**src/rtl/core/mcet_pkg.sv**
```systemverilog
`timescale 1ns / 1ps
// shared types, constants and digit helpers for the elapsed timer display
package mcet_pkg;

	localparam int CHANNELS  = 16;
	localparam int CH_W      = (CHANNELS > 1) ? $clog2(CHANNELS) : 1;
	localparam int FLAG_BITS = 16;
	localparam int SHOWN_W   = 4;
	localparam int CMP_W     = (CH_W > SHOWN_W) ? CH_W : SHOWN_W;
	localparam int SEG_W     = 7;

	localparam logic [5:0] SEC_LAST = 6'd59;
	localparam logic [6:0] MIN_LAST = 7'd99;

	typedef struct packed {
		logic [FLAG_BITS-1:0] run_flags;
		logic [SHOWN_W-1:0]   shown_channel;
		logic                 display_on;
	} mcet_in_t;

	typedef struct packed {
		logic [SEG_W-1:0] seg_minute_tens;
		logic [SEG_W-1:0] seg_minute_ones;
		logic [SEG_W-1:0] seg_second_tens;
		logic [SEG_W-1:0] seg_second_ones;
	} mcet_out_t;

	typedef struct packed {
		logic [5:0] sec;
		logic [6:0] min;
	} mcet_chan_t;

	typedef enum logic [1:0] {
		ST_IDLE,
		ST_SWEEP,
		ST_EMIT
	} mcet_state_t;

	// segment a in bit 0
	function automatic logic [SEG_W-1:0] seg_of_digit(input logic [3:0] d);
		logic [SEG_W-1:0] r;
		unique case (d)
			4'd0: r = 7'h3F;
			4'd1: r = 7'h06;
			4'd2: r = 7'h5B;
			4'd3: r = 7'h4F;
			4'd4: r = 7'h66;
			4'd5: r = 7'h6D;
			4'd6: r = 7'h7D;
			4'd7: r = 7'h07;
			4'd8: r = 7'h7F;
			4'd9: r = 7'h6F;
			default: r = 7'h00;
		endcase
		return r;
	endfunction

	// divide by ten through a reciprocal, exact for values up to 127
	function automatic logic [3:0] tens_of(input logic [6:0] v);
		logic [14:0] prod;
		prod = 15'(v) * 15'd205;
		return prod[14:11];
	endfunction

	function automatic logic [3:0] ones_of(input logic [6:0] v);
		logic [3:0] t;
		logic [6:0] t10;
		t   = tens_of(v);
		t10 = (7'(t) << 3) + (7'(t) << 1);
		return 4'(v - t10);
	endfunction

endpackage

```
**src/rtl/core/mcet_tick.sv**
```systemverilog
`timescale 1ns / 1ps
// one-second update of a single channel's mm:ss count
module mcet_tick (
	input  logic               run,
	input  mcet_pkg::mcet_chan_t cur,
	output mcet_pkg::mcet_chan_t nxt
);
	import mcet_pkg::*;

	always_comb begin
		nxt = '0;
		if (run) begin
			if (cur.sec >= SEC_LAST) begin
				nxt.sec = '0;
				nxt.min = (cur.min >= MIN_LAST) ? 7'd0 : cur.min + 7'd1;
			end else begin
				nxt.sec = cur.sec + 6'd1;
				nxt.min = cur.min;
			end
		end
	end

endmodule

```
**src/rtl/core/mcet_cell.sv**
```systemverilog
`timescale 1ns / 1ps
// one ring cell holding a channel count, shifted on toward the head
module mcet_cell (
	input  logic                 clk,
	input  logic                 arst_n,
	input  logic                 shift_en,
	input  mcet_pkg::mcet_chan_t d,
	output mcet_pkg::mcet_chan_t q
);
	import mcet_pkg::*;

	mcet_chan_t cnt_q;

	always_ff @(posedge clk or negedge arst_n) begin
		if (!arst_n) begin
			cnt_q <= '0;
		end else if (shift_en) begin
			cnt_q <= d;
		end
	end

	assign q = cnt_q;

endmodule

```
**src/rtl/core/multi_channel_elapsed_timer_display_top.sv**
```systemverilog
`timescale 1ns / 1ps
// Multi-channel elapsed timer with seven-segment readout. Each transfer on the
// input is one one-second tick; the channel counts live in a ring of CHANNELS
// cells that rotates once per tick, the head entry passing through one update
// unit per cycle. A tick is taken while idle, then the ring rotates through all
// CHANNELS cells, and when the display is enabled the result register is loaded
// once any earlier result has been taken. A finished result waits in its output
// register while the next tick is taken. Reset clears all counts at once; no
// clearing pass is needed.
module multi_channel_elapsed_timer_display_top (
	input  logic                clk,
	input  logic                arst_n,
	input  logic                in_valid,
	output logic                in_ready,
	input  mcet_pkg::mcet_in_t  in_data,
	output logic                out_valid,
	input  logic                out_ready,
	output mcet_pkg::mcet_out_t out_data
);
	import mcet_pkg::*;

	mcet_state_t          state_q, state_nxt;
	logic [CH_W-1:0]      cnt_q;
	logic [FLAG_BITS-1:0] flags_q;
	logic [SHOWN_W-1:0]   shown_q;
	logic                 disp_q;
	mcet_chan_t           sel_q;
	mcet_out_t            out_q;
	logic                 out_valid_q;

	logic       shift_en;
	logic       load_out;
	logic       last;
	logic       match;
	mcet_chan_t ring [CHANNELS];
	mcet_chan_t head_upd;

	assign last  = (cnt_q == CH_W'(CHANNELS - 1));
	assign match = (CMP_W'(cnt_q) == CMP_W'(shown_q));

	// flag bit 0 belongs to the channel now at the head; zeros fill in past the flags
	mcet_tick u_tick (
		.run (flags_q[0]),
		.cur (ring[0]),
		.nxt (head_upd)
	);

	for (genvar i = 0; i < CHANNELS; i++) begin : g_cell
		mcet_chan_t d;
		if (i == CHANNELS - 1) begin : g_tail
			assign d = head_upd;
		end else begin : g_mid
			assign d = ring[i+1];
		end
		mcet_cell u_cell (
			.clk      (clk),
			.arst_n   (arst_n),
			.shift_en (shift_en),
			.d        (d),
			.q        (ring[i])
		);
	end

	// next state
	always_comb begin
		state_nxt = state_q;
		unique case (state_q)
			ST_IDLE:  if (in_valid) state_nxt = ST_SWEEP;
			ST_SWEEP: if (last) state_nxt = disp_q ? ST_EMIT : ST_IDLE;
			ST_EMIT:  if (!out_valid_q || out_ready) state_nxt = ST_IDLE;
			default:  state_nxt = ST_IDLE;
		endcase
	end

	// outputs of the state machine
	always_comb begin
		in_ready = 1'b0;
		shift_en = 1'b0;
		load_out = 1'b0;
		unique case (state_q)
			ST_IDLE:  in_ready = 1'b1;
			ST_SWEEP: shift_en = 1'b1;
			ST_EMIT:  load_out = !out_valid_q || out_ready;
			default:  ;
		endcase
	end

	always_ff @(posedge clk or negedge arst_n) begin
		if (!arst_n) begin
			state_q     <= ST_IDLE;
			cnt_q       <= '0;
			out_valid_q <= 1'b0;
		end else begin
			state_q <= state_nxt;
			if (shift_en) begin
				cnt_q <= last ? '0 : cnt_q + CH_W'(1);
			end
			if (load_out) begin
				out_valid_q <= 1'b1;
			end else if (out_ready) begin
				out_valid_q <= 1'b0;
			end
		end
	end

	always_ff @(posedge clk) begin
		if (in_valid && in_ready) begin
			flags_q <= in_data.run_flags;
			shown_q <= in_data.shown_channel;
			disp_q  <= in_data.display_on;
			sel_q   <= '0;
		end else if (shift_en) begin
			flags_q <= flags_q >> 1;
			if (match) begin
				sel_q <= head_upd;
			end
		end
		if (load_out) begin
			out_q.seg_minute_tens <= seg_of_digit(tens_of(sel_q.min));
			out_q.seg_minute_ones <= seg_of_digit(ones_of(sel_q.min));
			out_q.seg_second_tens <= seg_of_digit(tens_of(7'(sel_q.sec)));
			out_q.seg_second_ones <= seg_of_digit(ones_of(7'(sel_q.sec)));
		end
	end

	assign out_valid = out_valid_q;
	assign out_data  = out_q;

	a_idle_at_head: assert property (@(posedge clk) disable iff (!arst_n)
		(state_q == ST_IDLE) |-> (cnt_q == '0))
		else $error("ring not back at its start while idle");

	a_sweep_ends: assert property (@(posedge clk) disable iff (!arst_n)
		(state_q == ST_SWEEP && last) |=> (state_q != ST_SWEEP))
		else $error("rotation ran past one full turn");

	a_take_starts_sweep: assert property (@(posedge clk) disable iff (!arst_n)
		(in_valid && in_ready) |=> (state_q == ST_SWEEP && cnt_q == '0))
		else $error("accepted tick did not start a rotation");

	a_emit_only_on_display: assert property (@(posedge clk) disable iff (!arst_n)
		(state_q == ST_EMIT) |-> disp_q)
		else $error("result emitted with display off");

endmodule
```
**config.mk**
```make
export PLATFORM = sky130hd
export DESIGN_NAME = multi_channel_elapsed_timer_display_top
export DESIGN_NICKNAME = d
export VERILOG_FILES = /design/src/rtl/core/mcet_pkg.sv /design/src/rtl/core/mcet_tick.sv /design/src/rtl/core/mcet_cell.sv /design/src/rtl/core/multi_channel_elapsed_timer_display_top.sv
export SDC_FILE = /design/constraint.sdc
export NUM_CORES = 1
export LEC_CHECK = 0
export BUFFER_PORTS_ARGS = -buffer_cell sky130_fd_sc_hd__buf_2
export CORE_MARGIN = 2
export CORE_UTILIZATION = 60
export CTS_CLUSTER_DIAMETER = 60
export DETAILED_ROUTE_END_ITERATION = 7
export HOLD_SLACK_MARGIN = 0.12
export PLACE_DENSITY_LB_ADDON = 0.25
export SLEW_MARGIN = 5
export SYNTH_ARGS = -nofsm -noshare
export SYNTH_HDL_FRONTEND = slang
export SYNTH_HIERARCHICAL = 1
export SYNTH_SLANG_ARGS = --single-unit
```
**constraint.sdc**
```tcl
create_clock -name clk -period 13.36 [get_ports clk]
set_input_delay 2.004 -clock clk [delete_from_list [all_inputs] [get_ports clk]]
set_output_delay 2.004 -clock clk [all_outputs]
set_load 0.02 [all_outputs]
```
-- After elaboration in Yosys (flattened, before gate mapping)
Memory sizes are Yosys's and may differ from the RTL's. A register that Yosys moved wholly into a read port is not among the register bits.
Index checks and enable logic that the tools add are counted.
- flip-flop bits (word level): 249
- bits in read-only memories: 392
- input bits: 25
- output and inout port bits: 30
- word-level logic and storage cells: 86
- memories kept: 4
- memory list (memory ; depth ; width ; read ports ; clocked after memory_dff ; wr ports ; RTL line ; source):
    (name not given) ; 16 ; 7 ; 1 ; 1 ; 0 ; mcet_pkg.sv:42 ; unique case (d)
    (name not given) ; 16 ; 7 ; 1 ; 1 ; 0 ; mcet_pkg.sv:42 ;
    (name not given) ; 16 ; 7 ; 1 ; 1 ; 0 ; mcet_pkg.sv:42 ;
    (name not given) ; 8 ; 7 ; 1 ; 1 ; 0 ; mcet_pkg.sv:42 ;
- add/sub/neg operators: 7
- multiply operators: 2
- magnitude comparators: 2
- equal/unequal tests: 7
- multiplexer cells: 16
- reduce and logical (&&, ||, !) cells: 8
- operators by type and width (operator ; number):
    two-way mux 16 bit ; 2
    two-way mux 13 bit ; 2
    multiplier 7 x 8 -> 15 bit, second input constant ; 1
    multiplier 6 x 8 -> 14 bit, second input constant ; 1
    adder 4 bit ; 2
    two-way mux 2 bit ; 4
    subtractor 4 bit ; 2
    adder 7 x 1 -> 7 bit, second input constant ; 1
    greater-or-equal comparator 7 bit, second input constant ; 1
    two-way mux 7 bit ; 1
    adder 6 x 1 -> 6 bit, second input constant ; 1
    greater-or-equal comparator 6 bit, second input constant ; 1
    != test 2 bit, second input constant ; 3
    one-hot mux 2 bit (3 select lines) ; 1
    two-way mux 1 bit ; 5
    adder 4 x 1 -> 4 bit, second input constant ; 1
    == test 4 bit ; 1
    == test 4 bit, second input constant ; 1
    two-way mux 4 bit ; 1
    nonzero test 2 bit ; 2
    AND reduction 3 bit ; 1
    == test 2 x 1 -> 1 bit, second input constant ; 1
    == test 2 bit, second input constant ; 1
    zero test 2 bit ; 1
    other kinds (4) ; 4

-- Logic depth before layout (Yosys ltp)
Gate-level depths: netlist (run 1).
- depth in word-level cells: 4
- depth in mapped cells: 20
- depth with buffers taken out: 20

-- Modules after synthesis
The synthesis (run 1) kept the hierarchy.
- by module, submodules not included (module ; instances ; cells each ; area an instance (um2) ; seq. area each (um2)):
    mcet_cell ; 16 ; 27 ; 520.5 ; 325.3
    multi_channel_elapsed_timer_display_top ; 1 ; 465 ; 5158.7 ; 1906.8
    mcet_tick ; 1 ; 47 ; 314.1 ; 0.0

-- Worst setup path after synthesis (run 1)
Ideal clock, no wire load.
- path type: flip-flop to flip-flop
- from: register sel_q[5] (netlist bit)
- to: register out_data[14] (netlist name)
- setup time: 266 ps
- arrival time: 4390 ps
- slack: 8704 ps
- stages on the path, launching flop included: 18
- buffers on the path: 0
- period minus slack after synthesis: 4656 ps
- path through: dfxtp_1 inv_1 ha_1 inv_1 fa_1 fa_1 ha_1 ha_1 a21o_1 a31oi_2 o21a_1 xnor2_1 ha_1 a221oi_1 o311ai_1 xnor2_2 xnor2_4 mux2i_1
- longest elaborated chain between the ends: 3
- ends and longest elaborated chain (element ; RTL line ; source):
    start: declaration ; multi_channel_elapsed_timer_display_top.sv:27 ; mcet_chan_t sel_q;
    start signal: assignment ; multi_channel_elapsed_timer_display_top.sv:115 ; sel_q <= head_upd;
    multiplier 7 x 8 -> 15 bit ; mcet_pkg.sv:61 ; prod = 15'(v) * 15'd205;
    adder 4 bit ; mcet_pkg.sv:69 ; t10 = (7'(t) << 3) + (7'(t) << 1);
    subtractor 4 bit ; mcet_pkg.sv:70 ; return 4'(v - t10);
No other way between the ends.
A chain may end at the register's enable or synchronous reset.

-- Final worst setup path (run 1)
- from: register sel_q[5] (netlist bit)
- to: register out_data[20] (netlist name)
- longest elaborated chain between the ends: 3
- ends and longest elaborated chain (element ; RTL line):
    multiplier 7 x 8 -> 15 bit ; mcet_pkg.sv:61
    adder 4 bit ; mcet_pkg.sv:69
    subtractor 4 bit ; mcet_pkg.sv:70
No other way between the ends.

==> impl_metrics.ini, run 1 <==
[floorplan]
fp.coreArea_um2 = 22600
fp.dieW_um = 156
dieArea_um2 = 24200
rows = 55
io_pins = 55
die_height_um = 156
start_util_pct = 61.0

[placement]
port_buffers = 54
placed_area_um2 = 14300
hpwl_um = 13300
post-place-ws_ns = 8.34
place.gp.congestion = 0.793

[clock_network]
clk_latency_ns = 0.55
cts_root_buffer = clkbuf_16
cts_tree = done
cts_num_sinks = 277
postCtsSetupRepairBufs = 0
cts_made_buffers = 29
cts_resized = 0
postCtsHoldBufs = 0
cts.path.max_buffers = 3
cts_max_level = 1
path_clk_slew_ns = 0.06

[synth]
ys.warnings.count = 6
ys_seq_elements = 277
syn_area_um2 = 13800
syn_nets = 1071
syn_inst = 944
postSynth.asyncResetShare_pct = 77.6
synth-main-ff-cell = dfrtp_1
ys_seq_area_share_pct = 51.5
ys_types = 63
postSynthAreaPerCell_um2 = 14.6
synth_edf_count = 49

[timing]
setup_slack_ns = 8.35
max_freq_mhz = 200
finalSetupViolations = 0
finalMaxSlewViolations = 0
worst_pin_slew_ns = 1.14
skew_ns = 0.0106
slew-limit-headroom_pct = 23.6
rsz0062_at_grt = false
hold_violations = 0
fin_tns_setup_ns = 0
fin_crit_ns = 5.01
fin_crit_sh_pct = 37.5
holdWs_ns = 0.498

[detailed_routing]
drt_iter0_markers = 302
dr.pass1.iters = 4
ant_nets = 0
vias = 7091
wl_per_cell_um = 15.9
wirelength_um = 20900
vias_per_cell = 5.39
drc_errors = 0

[global_route]
busiest_layer = met2
grt_usage_pct = 17.9
overflow = 0
antenna_found_initial = 0
grt_pass1_wl_um = 36000
grt_pass1_vias = 7356
use_met3_pct = 2.69
grt_max_degree = 154
grt_use_met1_pct = 26.0
use_met2_pct = 28.5

[power]
p_leak_nw = 7.86
p_per_area_nw_per_um2 = 155
power_mw = 2.37
ir_worst_vdd_uv = 219

[worst_hold_path]
hold_class = flip-flop to flip-flop

[cells_and_area]
antennaDiodeCount = 0
drive_gt1_share_pct = 34.5
fin_nets = 1134
area_growth_pct = 10.7
design_area_um2 = 15300

[setup_path]
crit_type = flip-flop to flip-flop
startpoint_type = flip-flop
crit_arrival_ns = 5.39
end_kind = flip-flop
crit_fanout = 7
crit_required_ns = 13.74

[flow_run]
maxCapViolCount = 0

[outcome]
outcome = finished, final reports clean
layout by cell type, fill, tap and decap left out, types with 6 or more instances in the layout:
| cell | Yosys | layout |
|---|---|---|
| nand2_1 | 31 | 31 |
| nand3_1 | 12 | 12 |
| o21ai_0 | 11 | 11 |
| clkbuf_16 | 0 | 31 |
| mux2_2 | 64 | 64 |
| nand2b_1 | 6 | 6 |
| fa_1 | 14 | 14 |
| inv_1 | 55 | 55 |
| a21oi_1 | 20 | 20 |
| mux2i_1 | 26 | 26 |
| mux2_4 | 160 | 160 |
| buf_2 | 4 | 53 |
| clkbuf_8 | 0 | 6 |
| xnor2_1 | 6 | 6 |
| nor2_1 | 45 | 45 |
| dfxtp_1 | 13 | 13 |
| a21o_1 | 7 | 7 |
| ha_1 | 88 | 88 |
| xor2_1 | 20 | 20 |
| edfxtp_1 | 49 | 49 |
| dfrtp_1 | 215 | 215 |
cell type report:
type | count | area, µm²
fillers | 1635 | 7360
clock inverters | 13 | 119
well taps | 285 | 357
flip-flops and latches | 277 | 7110
inverters | 55 | 206
clock buffers | 41 | 873
repair buffers | 60 | 338
multi-input cells | 584 | 6270
flip-flops by register name (all words and copies together), names as in the netlist:
name and flops:
g_cell.u_cell/q 208, out_data 28, state_q 2, disp_q 1, out_valid 1, flags_q 16
sel_q 13, shown_q 4, cnt_q 4
metal layers:
metal	wire, µm	vias to the layer above	part of all wire (%)
li1	-	3464	-
met1	10300	3516	49
met2	9620	75	46
met3	561	36	2.7
met4	473	0	2.3
met5	0	-	0
where the power goes:
part	switching [mW]	internal [mW]	leakage (nW)
clock network	0.334	0.479	0.489
registers	0.0532	0.963	3.51
logic	0.271	0.274	3.86
total	0.658	1.72	7.86
worst max-delay path, stage by stage (launching register included):
cell,delay (ns)
dfxtp_1,0.40
inv_1,0.07
ha_1,0.27
inv_1,0.06
fa_1,0.45
fa_1,0.40
ha_1,0.29
ha_1,0.37
o2111ai_1,0.17
a21o_1,0.21
o21a_1,0.24
xnor2_1,0.37
ha_1,0.34
a221oi_1,0.28
o311ai_1,0.19
xnor2_2,0.20
xnor2_4,0.30
mux2i_1,0.24
per-stage QoR:
step / utilization [%] / instances
2_1_floorplan: - / 944
3_3_place_gp: 63.1 / 1261
3_5_place_dp: 63.1 / 1261
4_1_cts: 67.5 / 1315
5_1_grt: 67.5 / 1315
6_report: 67.5 / 1315
final timing paths:
| path | start | endpoint | slack, ns | cells after the start |
|---|---|---|---|---|
| min | g_cell[11].u_cell/q[4] | g_cell[10].u_cell/q[4] | 0.50 | 1 |
| max in group asynchronous | arst_n | g_cell[6].u_cell/q[3] | 9.89 | 3 |
| min in group asynchronous | arst_n | g_cell[8].u_cell/q[7] | 1.43 | 1 |
| max | sel_q[5] | out_data[20] | 8.35 | 17 |
| max reg2reg | sel_q[5] | out_data[20] | 8.35 | 17 |
| min reg2reg | g_cell[11].u_cell/q[4] | g_cell[10].u_cell/q[4] | 0.50 | 1 |
cell families after synthesis:
kind of cell	share of synthesized area, %
flip-flops	51.5
multiplexers	24.5
AND/OR/NAND/NOR	4.30
adder cells (fa/ha/maj)	10.0
buffers and inverters	3.16
AO/OA/AOI/OAI	4.00
XOR/XNOR	2.48
synthesized netlist by cell type, types with 6 or more instances:
| library cell | count | area share, % |
|---|---|---|
| dfrtp_1 | 215 | 39 |
| mux2_4 | 160 | 17 |
| ha_1 | 88 | 8.0 |
| mux2_2 | 64 | 5.2 |
| inv_1 | 55 | 1.5 |
| edfxtp_1 | 49 | 11 |
| nor2_1 | 45 | 1.2 |
| nand2_1 | 31 | 0.84 |
| mux2i_1 | 26 | 1.9 |
| a21oi_1 | 20 | 0.73 |
| xor2_1 | 20 | 1.3 |
| buf_6 | 16 | 1.3 |
| fa_1 | 14 | 2.0 |
| dfxtp_1 | 13 | 1.9 |
| nand3_1 | 12 | 0.44 |
| o21ai_0 | 11 | 0.40 |
| a21o_1 | 7 | 0.38 |
| clkbuf_1 | 6 | 0.16 |
| nand2b_1 | 6 | 0.27 |
| xnor2_1 | 6 | 0.38 |
No activity file was read; power rests on OpenSTA's default activity.
==> run 2: changes to the inputs <==
- ABC_AREA: default -> 1
- CORE_UTILIZATION: 60 -> 56
- clock period: 13.36 -> 4.32 ns (I/O delays scaled with it)
==> run 2 against run 1 <==
Synthesized cell count up 63%. Sequential power grew to 3.3 times the previous value. Hold slack worse by 0.23 ns. First-iteration DRC count increased by 67%. Via count rose by 35%. Wire length grew 19%. Sequential share of layout area is 0.068 points higher. Die area is 4.2% higher. Sequential cell count is the same. Count of clock-buffer cells in the layout decreased by 1. Clock skew grew 0.0047 ns. Worst setup slack worse by 8.2 ns.
==> impl_metrics.ini, run 2 <==
[outcome]
outcome = finished, final reports clean

[floorplan]
rows = 56
fp.dieW_um = 159
die_height_um = 159
fp.coreArea_um2 = 23500
start_util_pct = 57.1
dieArea_um2 = 25300
io_pins = 55

[detailed_routing]
wl_per_cell_um = 12.8
drc_errors = 0
drt_iter0_markers = 503
ant_nets = 0
vias_per_cell = 4.91
vias = 9566
dr.pass1.iters = 6
wirelength_um = 24900

[placement]
placed_area_um2 = 14000
port_buffers = 54
post-place-ws_ns = -0.0607
dp.cells = 1890
place.gp.congestion = 0.857
hpwl_um = 16600

[power]
p_per_area_nw_per_um2 = 815
p_leak_nw = 8.54
netSwitchingFraction_pct = 40.9
p_clk_share_pct = 21.2
p_switching_mw = 5.10
p_int_mw = 7.36
p_seq_share_pct = 27.3
p_comb_share_pct = 51.4
ir_worst_vdd_uv = 520
power_mw = 12.5

[setup_path]
path_cells = ha_4 > ha_4 > fa_1 > inv_2 > fa_1 > inv_2 > ha_4 > nand2_2 > nor2_2 > nand4_1 > nand3_1 > nand2_1 > nand2_2 > inv_2 > ha_4 > inv_1 > or2_2 > nand2_2 > buf_6 > or2_4 > nand2_1 > nand3_2 > nand2_2
reg2reg_to = out_data[19]
crit_cells = 23
critPathBufInv = 5
end_kind = flip-flop
critical-path-top-delay-family = adder cells
startpoint_type = flip-flop
crit_fanout = 4
critPathSlowestCell = fa_1
crit_required_ns = 4.62
cp-endpoint = out_data[19]
r2r_cells = 23
crit_type = flip-flop to flip-flop
reg2reg_from = sel_q[4]
rrSetupSlack_ns = 0.17
cp-startpoint = sel_q[4]
critPathMaxStageDelay_ns = 0.55
crit_arrival_ns = 4.45

[cells_and_area]
register_area_um2 = 7130
postLayoutCoreUtil_pct = 64.9
finalNonFillerCells = 1949
design_area_um2 = 15300
fin_nets = 1734
fill_cells = 1983
antennaDiodeCount = 0
layout_common_cells = nand2_1, dfrtp_1, inv_1
multi_input_area_um2 = 5750
final_common_cell = nand2_1
drive_gt1_share_pct = 14.7
area_growth_pct = 13.7
largest_register_ffs = 208

[clock_network]
cts_made_buffers = 29
cts.path.max_buffers = 3
cts_max_level = 1
cts_tree = done
cts_num_sinks = 277
cts_root_buffer = clkbuf_16
clk_latency_ns = 0.55
path_clk_slew_ns = 0.06

[timing]
finalMaxSlewViolations = 0
max_freq_mhz = 241
fin_crit_sh_pct = 96.0
holdWs_ns = 0.266
fin_crit_ns = 4.15
worst_pin_slew_ns = 0.968
fin_tns_setup_ns = 0
hold_violations = 0
skew_ns = 0.0153
setup_slack_ns = 0.172
slew-limit-headroom_pct = 35.3
finalSetupViolations = 0
rsz0062_at_grt = true

[synth]
yosys.area.top_type = dfrtp_1
postSynthAreaPerCell_um2 = 8.76
synth_fa_ha_area_share_pct = 10.3
synth_xor_area_share_pct = 0.773
synth_compound_area_share_pct = 2.50
synthMuxAreaShare_pct = 0
yosysTopAreaCellShare_pct = 40.0
syn_inst = 1535
synthSimpleGateAreaFrac_pct = 27.7
synth_top_family_by_area = simple AND/OR/NAND/NOR gates
synth-main-ff-cell = dfrtp_1
synthTopCellsByArea = dfrtp_1, nand2_1, edfxtp_1
syn_nets = 1662
synth_edf_count = 49
yosysMostFrequentCell = nand2_1
ys_types = 39
syn_area_um2 = 13400
synth_top_cells_by_count = nand2_1, dfrtp_1, inv_1, ha_1, edfxtp_1
ys_seq_area_share_pct = 52.9
postSynth.asyncResetShare_pct = 77.6
ys_seq_elements = 277
ys.warnings.count = 6

[global_route]
grt_max_degree = 114
grt_pass1_vias = 9436
grt_pass1_wl_um = 43200
grt_usage_pct = 20.0
overflow = 0
antenna_found_initial = 0

[flow_run]
maxCapViolCount = 0

[worst_hold_path]
hold_class = primary input to flip-flop
run 2: worst min path at each step:
stage / from / endpoint / slack, ns / cells past startpoint
after CTS: in_data[2] / shown_q[1] / 0.24 / 1
final: in_data[2] / shown_q[1] / 0.27 / 1
after global placement: g_cell[4].u_cell/q[1] / g_cell[4].u_cell/q[1] / 0.45 / 2
after global routing: in_data[2] / shown_q[1] / 0.25 / 1
after floorplan: arst_n / cnt_q[0] / 0.35 / 0
after detailed placement: g_cell[5].u_cell/q[11] / g_cell[4].u_cell/q[11] / 0.46 / 2
run 2: logic make-up after synthesis:
logic type / Yosys count
XOR/XNOR: 11
buffers and inverters: 159
AND/OR/NAND/NOR: 925
flip-flops: 277
adder cells (fa/ha/maj): 102
AO/OA/AOI/OAI: 61
run 2: per-layer routing:
| layer | global-route usage, % | vias up | part of all wire [%] |
|---|---|---|---|
| met3 | 3.16 | 41 | 3.0 |
| met1 | 27.0 | 4507 | 46 |
| met4 | 5.70 | 0 | 2.4 |
| met2 | 33.8 | 113 | 48 |
| li1 | - | 4905 | - |
| met5 | 0 | - | 0 |
run 2: cell type report:
type	instances	area share, %
Sequential cell	277	46.6
Tap cell	319	2.61
Timing Repair Buffer	80	3.31
Inverter	120	2.96
Multi-Input combinational cell	1099	37.6
Clock inverter	14	1.11
Clock buffer	40	5.75
run 2: repair_timing:
| item | 4_1_cts | 5_1_grt |
|---|---|---|
| hold buffers | 1 | 0 |
| resized for setup | 6 | 46 |
| endpoints found under the setup margin | 4 | 14 |
| endpoints found under the hold margin | 53 | 0 |
| pin swaps | 0 | 18 |
| buffers inserted | 0 | 4 |
| cloned | 0 | 0 |
run 2: power by group through the flow:
| stage | Sequential, mW | Clock, mW | Combinational (mW) |
|---|---|---|---|
| after floorplan | 3.41 | 0 | 4.54 |
| after global placement | 3.42 | 0 | 5.51 |
| after detailed placement | 3.43 | 0 | 5.69 |
| after CTS | 3.38 | 2.70 | 5.80 |
| after global routing | 3.44 | 2.81 | 7.32 |
| final | 3.41 | 2.65 | 6.40 |
==> run 3: changes to the inputs <==
--- a/config.mk
+++ b/config.mk
@@ -20 +20,2 @@
 export SYNTH_SLANG_ARGS = --single-unit
+export TNS_END_PERCENT = 30
==> constraint.sdc (replaced) <==
create_clock -name clk -period 4.32 [get_ports clk]
set_input_delay 0.432 -clock clk [delete_from_list [all_inputs] [get_ports clk]]
set_output_delay 0.432 -clock clk [all_outputs]
set_load 0.02 [all_outputs]
==> run 3 against run 2 <==
Via count barely moved. Sequential power is essentially flat. Core utilization hardly changed. First-iteration DRC count increased by 18%. Hold slack worse by 0.12 ns. Count of clock-buffer cells in the layout increased by 4. Largest power group unchanged. Clock skew is 0.0048 ns higher.
==> impl_metrics.ini, run 3 (same netlist as run 2, synthesis figures left out) <==
[outcome]
outcome = finished, final reports clean

[placement]
port_buffers = 54
place.gp.congestion = 0.856
hpwl_um = 16500

[setup_path]
critPathMaxStageDelay_ns = 0.51
path_cells = ha_4 > ha_4 > fa_1 > inv_1 > fa_1 > inv_1 > ha_1 > nand2_1 > nor2_1 > nand4_1 > nand3_1 > nand2_1 > nand2_2 > inv_2 > ha_4 > inv_1 > or2_2 > nand2_2 > inv_2 > or2_2 > o21ai_0 > nand3_1 > nand2_2
end_kind = flip-flop
crit_type = flip-flop to flip-flop
crit_fanout = 4
crit_required_ns = 4.74
critPathSlowestCell = fa_1
startpoint_type = flip-flop
crit_arrival_ns = 4.61

[worst_hold_path]
hold_class = primary input to flip-flop

[detailed_routing]
vias_per_cell = 4.90
wl_per_cell_um = 12.8
drt_iter0_markers = 594
dr.pass1.iters = 5
ant_nets = 0
drc_errors = 0
vias = 9563
wirelength_um = 24900

[global_route]
overflow = 0
grt_max_degree = 133
grt_usage_pct = 20.0
grt_pass1_wl_um = 43100
antenna_found_initial = 0
grt_pass1_vias = 9419

[cells_and_area]
layout_common_cells = nand2_1, dfrtp_1, inv_1
final_common_cell = nand2_1
multi_input_area_um2 = 5750
register_area_um2 = 7130
fin_nets = 1736
fill_cells = 1945
antennaDiodeCount = 0
drive_gt1_share_pct = 14.1
area_growth_pct = 13.8
largest_register_ffs = 208

[timing]
hold_violations = 0
slew-limit-headroom_pct = 30.8
fin_tns_setup_ns = 0
fin_crit_ns = 4.19
finalMaxSlewViolations = 0
worst_pin_slew_ns = 1.04
skew_ns = 0.0201
fin_crit_sh_pct = 97.1
finalSetupViolations = 0
max_freq_mhz = 238
holdWs_ns = 0.143

[clock_network]
clk_latency_ns = 0.56
cts.path.max_buffers = 3
path_clk_slew_ns = 0.06
cts_root_buffer = clkbuf_16
cts_num_sinks = 277
cts_max_level = 1
cts_made_buffers = 30
cts_tree = done

[floorplan]
fp.coreArea_um2 = 23500
fp.dieW_um = 159
die_height_um = 159
dieArea_um2 = 25300
start_util_pct = 57.1
io_pins = 55
rows = 56

[power]
p_per_area_nw_per_um2 = 800
ir_worst_vdd_uv = 533
p_leak_nw = 8.51
power_mw = 12.2

[flow_run]
maxCapViolCount = 0
run 3: area by class of cell:
| type | instances | share of cell area, % |
|---|---|---|
| Sequential cell | 277 | 46.6 |
| Timing Repair Buffer | 81 | 3.41 |
| Inverter | 120 | 2.96 |
| Tap cell | 319 | 2.61 |
| Clock buffer | 44 | 5.99 |
| Clock inverter | 12 | 0.802 |
| Multi-Input combinational cell | 1099 | 37.6 |
run 3: stage by stage:
stage	utilization [%]	cell area, µm²	setup slack [ns]	instances
after floorplan	-	13400	0.00684	1535
after global placement	59.3	14000	-0.00531	1889
after detailed placement	59.3	14000	-0.0637	1889
after CTS	64.0	15100	0.00234	1951
after global routing	65.0	15300	-0.0317	1952
final	65.0	15300	0.126	1952
run 3: where the power goes:
| part | switching [mW] | internal [mW] | total (mW) |
|---|---|---|---|
| Clock | 1.05 | 1.54 | 2.59 |
| Sequential | 0.176 | 3.23 | 3.41 |
| Combinational | 3.78 | 2.45 | 6.24 |
| Total | 5.01 | 7.22 | 12.2 |
run 3: worst max-delay path, delay by kind of cell (launching register included):
kind / cells / cell delay (ns)
flip-flops: 1 / 0.37
buffers and inverters: 5 / 0.24
AND/OR/NAND/NOR: 11 / 1.37
adder cells (fa/ha/maj): 6 / 2.02
AO/OA/AOI/OAI: 1 / 0.08
run 3: per-layer routing:
layer	global-route usage, %	vias up	share of wire, %	wire length (µm)
met2	33.7	142	48	11900
met3	2.80	48	2.9	721
met5	0	-	0	0
met4	6.36	0	2.9	718
met1	26.9	4463	46	11600
li1	-	4910	-	-
run 3: final timing paths:
path / start / to / slack [ns] / cells after the start
max in group asynchronous: arst_n / g_cell[3].u_cell/q[0] / 2.78 / 3
min in group asynchronous: arst_n / g_cell[10].u_cell/q[10] / 0.57 / 2
hold / removal: in_data[17] / flags_q[12] / 0.14 / 3
hold reg to reg: g_cell[3].u_cell/q[7] / g_cell[3].u_cell/q[7] / 0.47 / 2
setup reg to reg: sel_q[4] / out_data[14] / 0.13 / 23
setup / recovery: sel_q[4] / out_data[14] / 0.13 / 23
run 3: repair_timing:
action,CTS,global route
endpoints found under the hold margin,131,0
setup endpoints to repair,4,12
buffers inserted,0,1
pin swaps,2,12
hold buffers,6,0
resized for setup,7,36
gates cloned,0,0
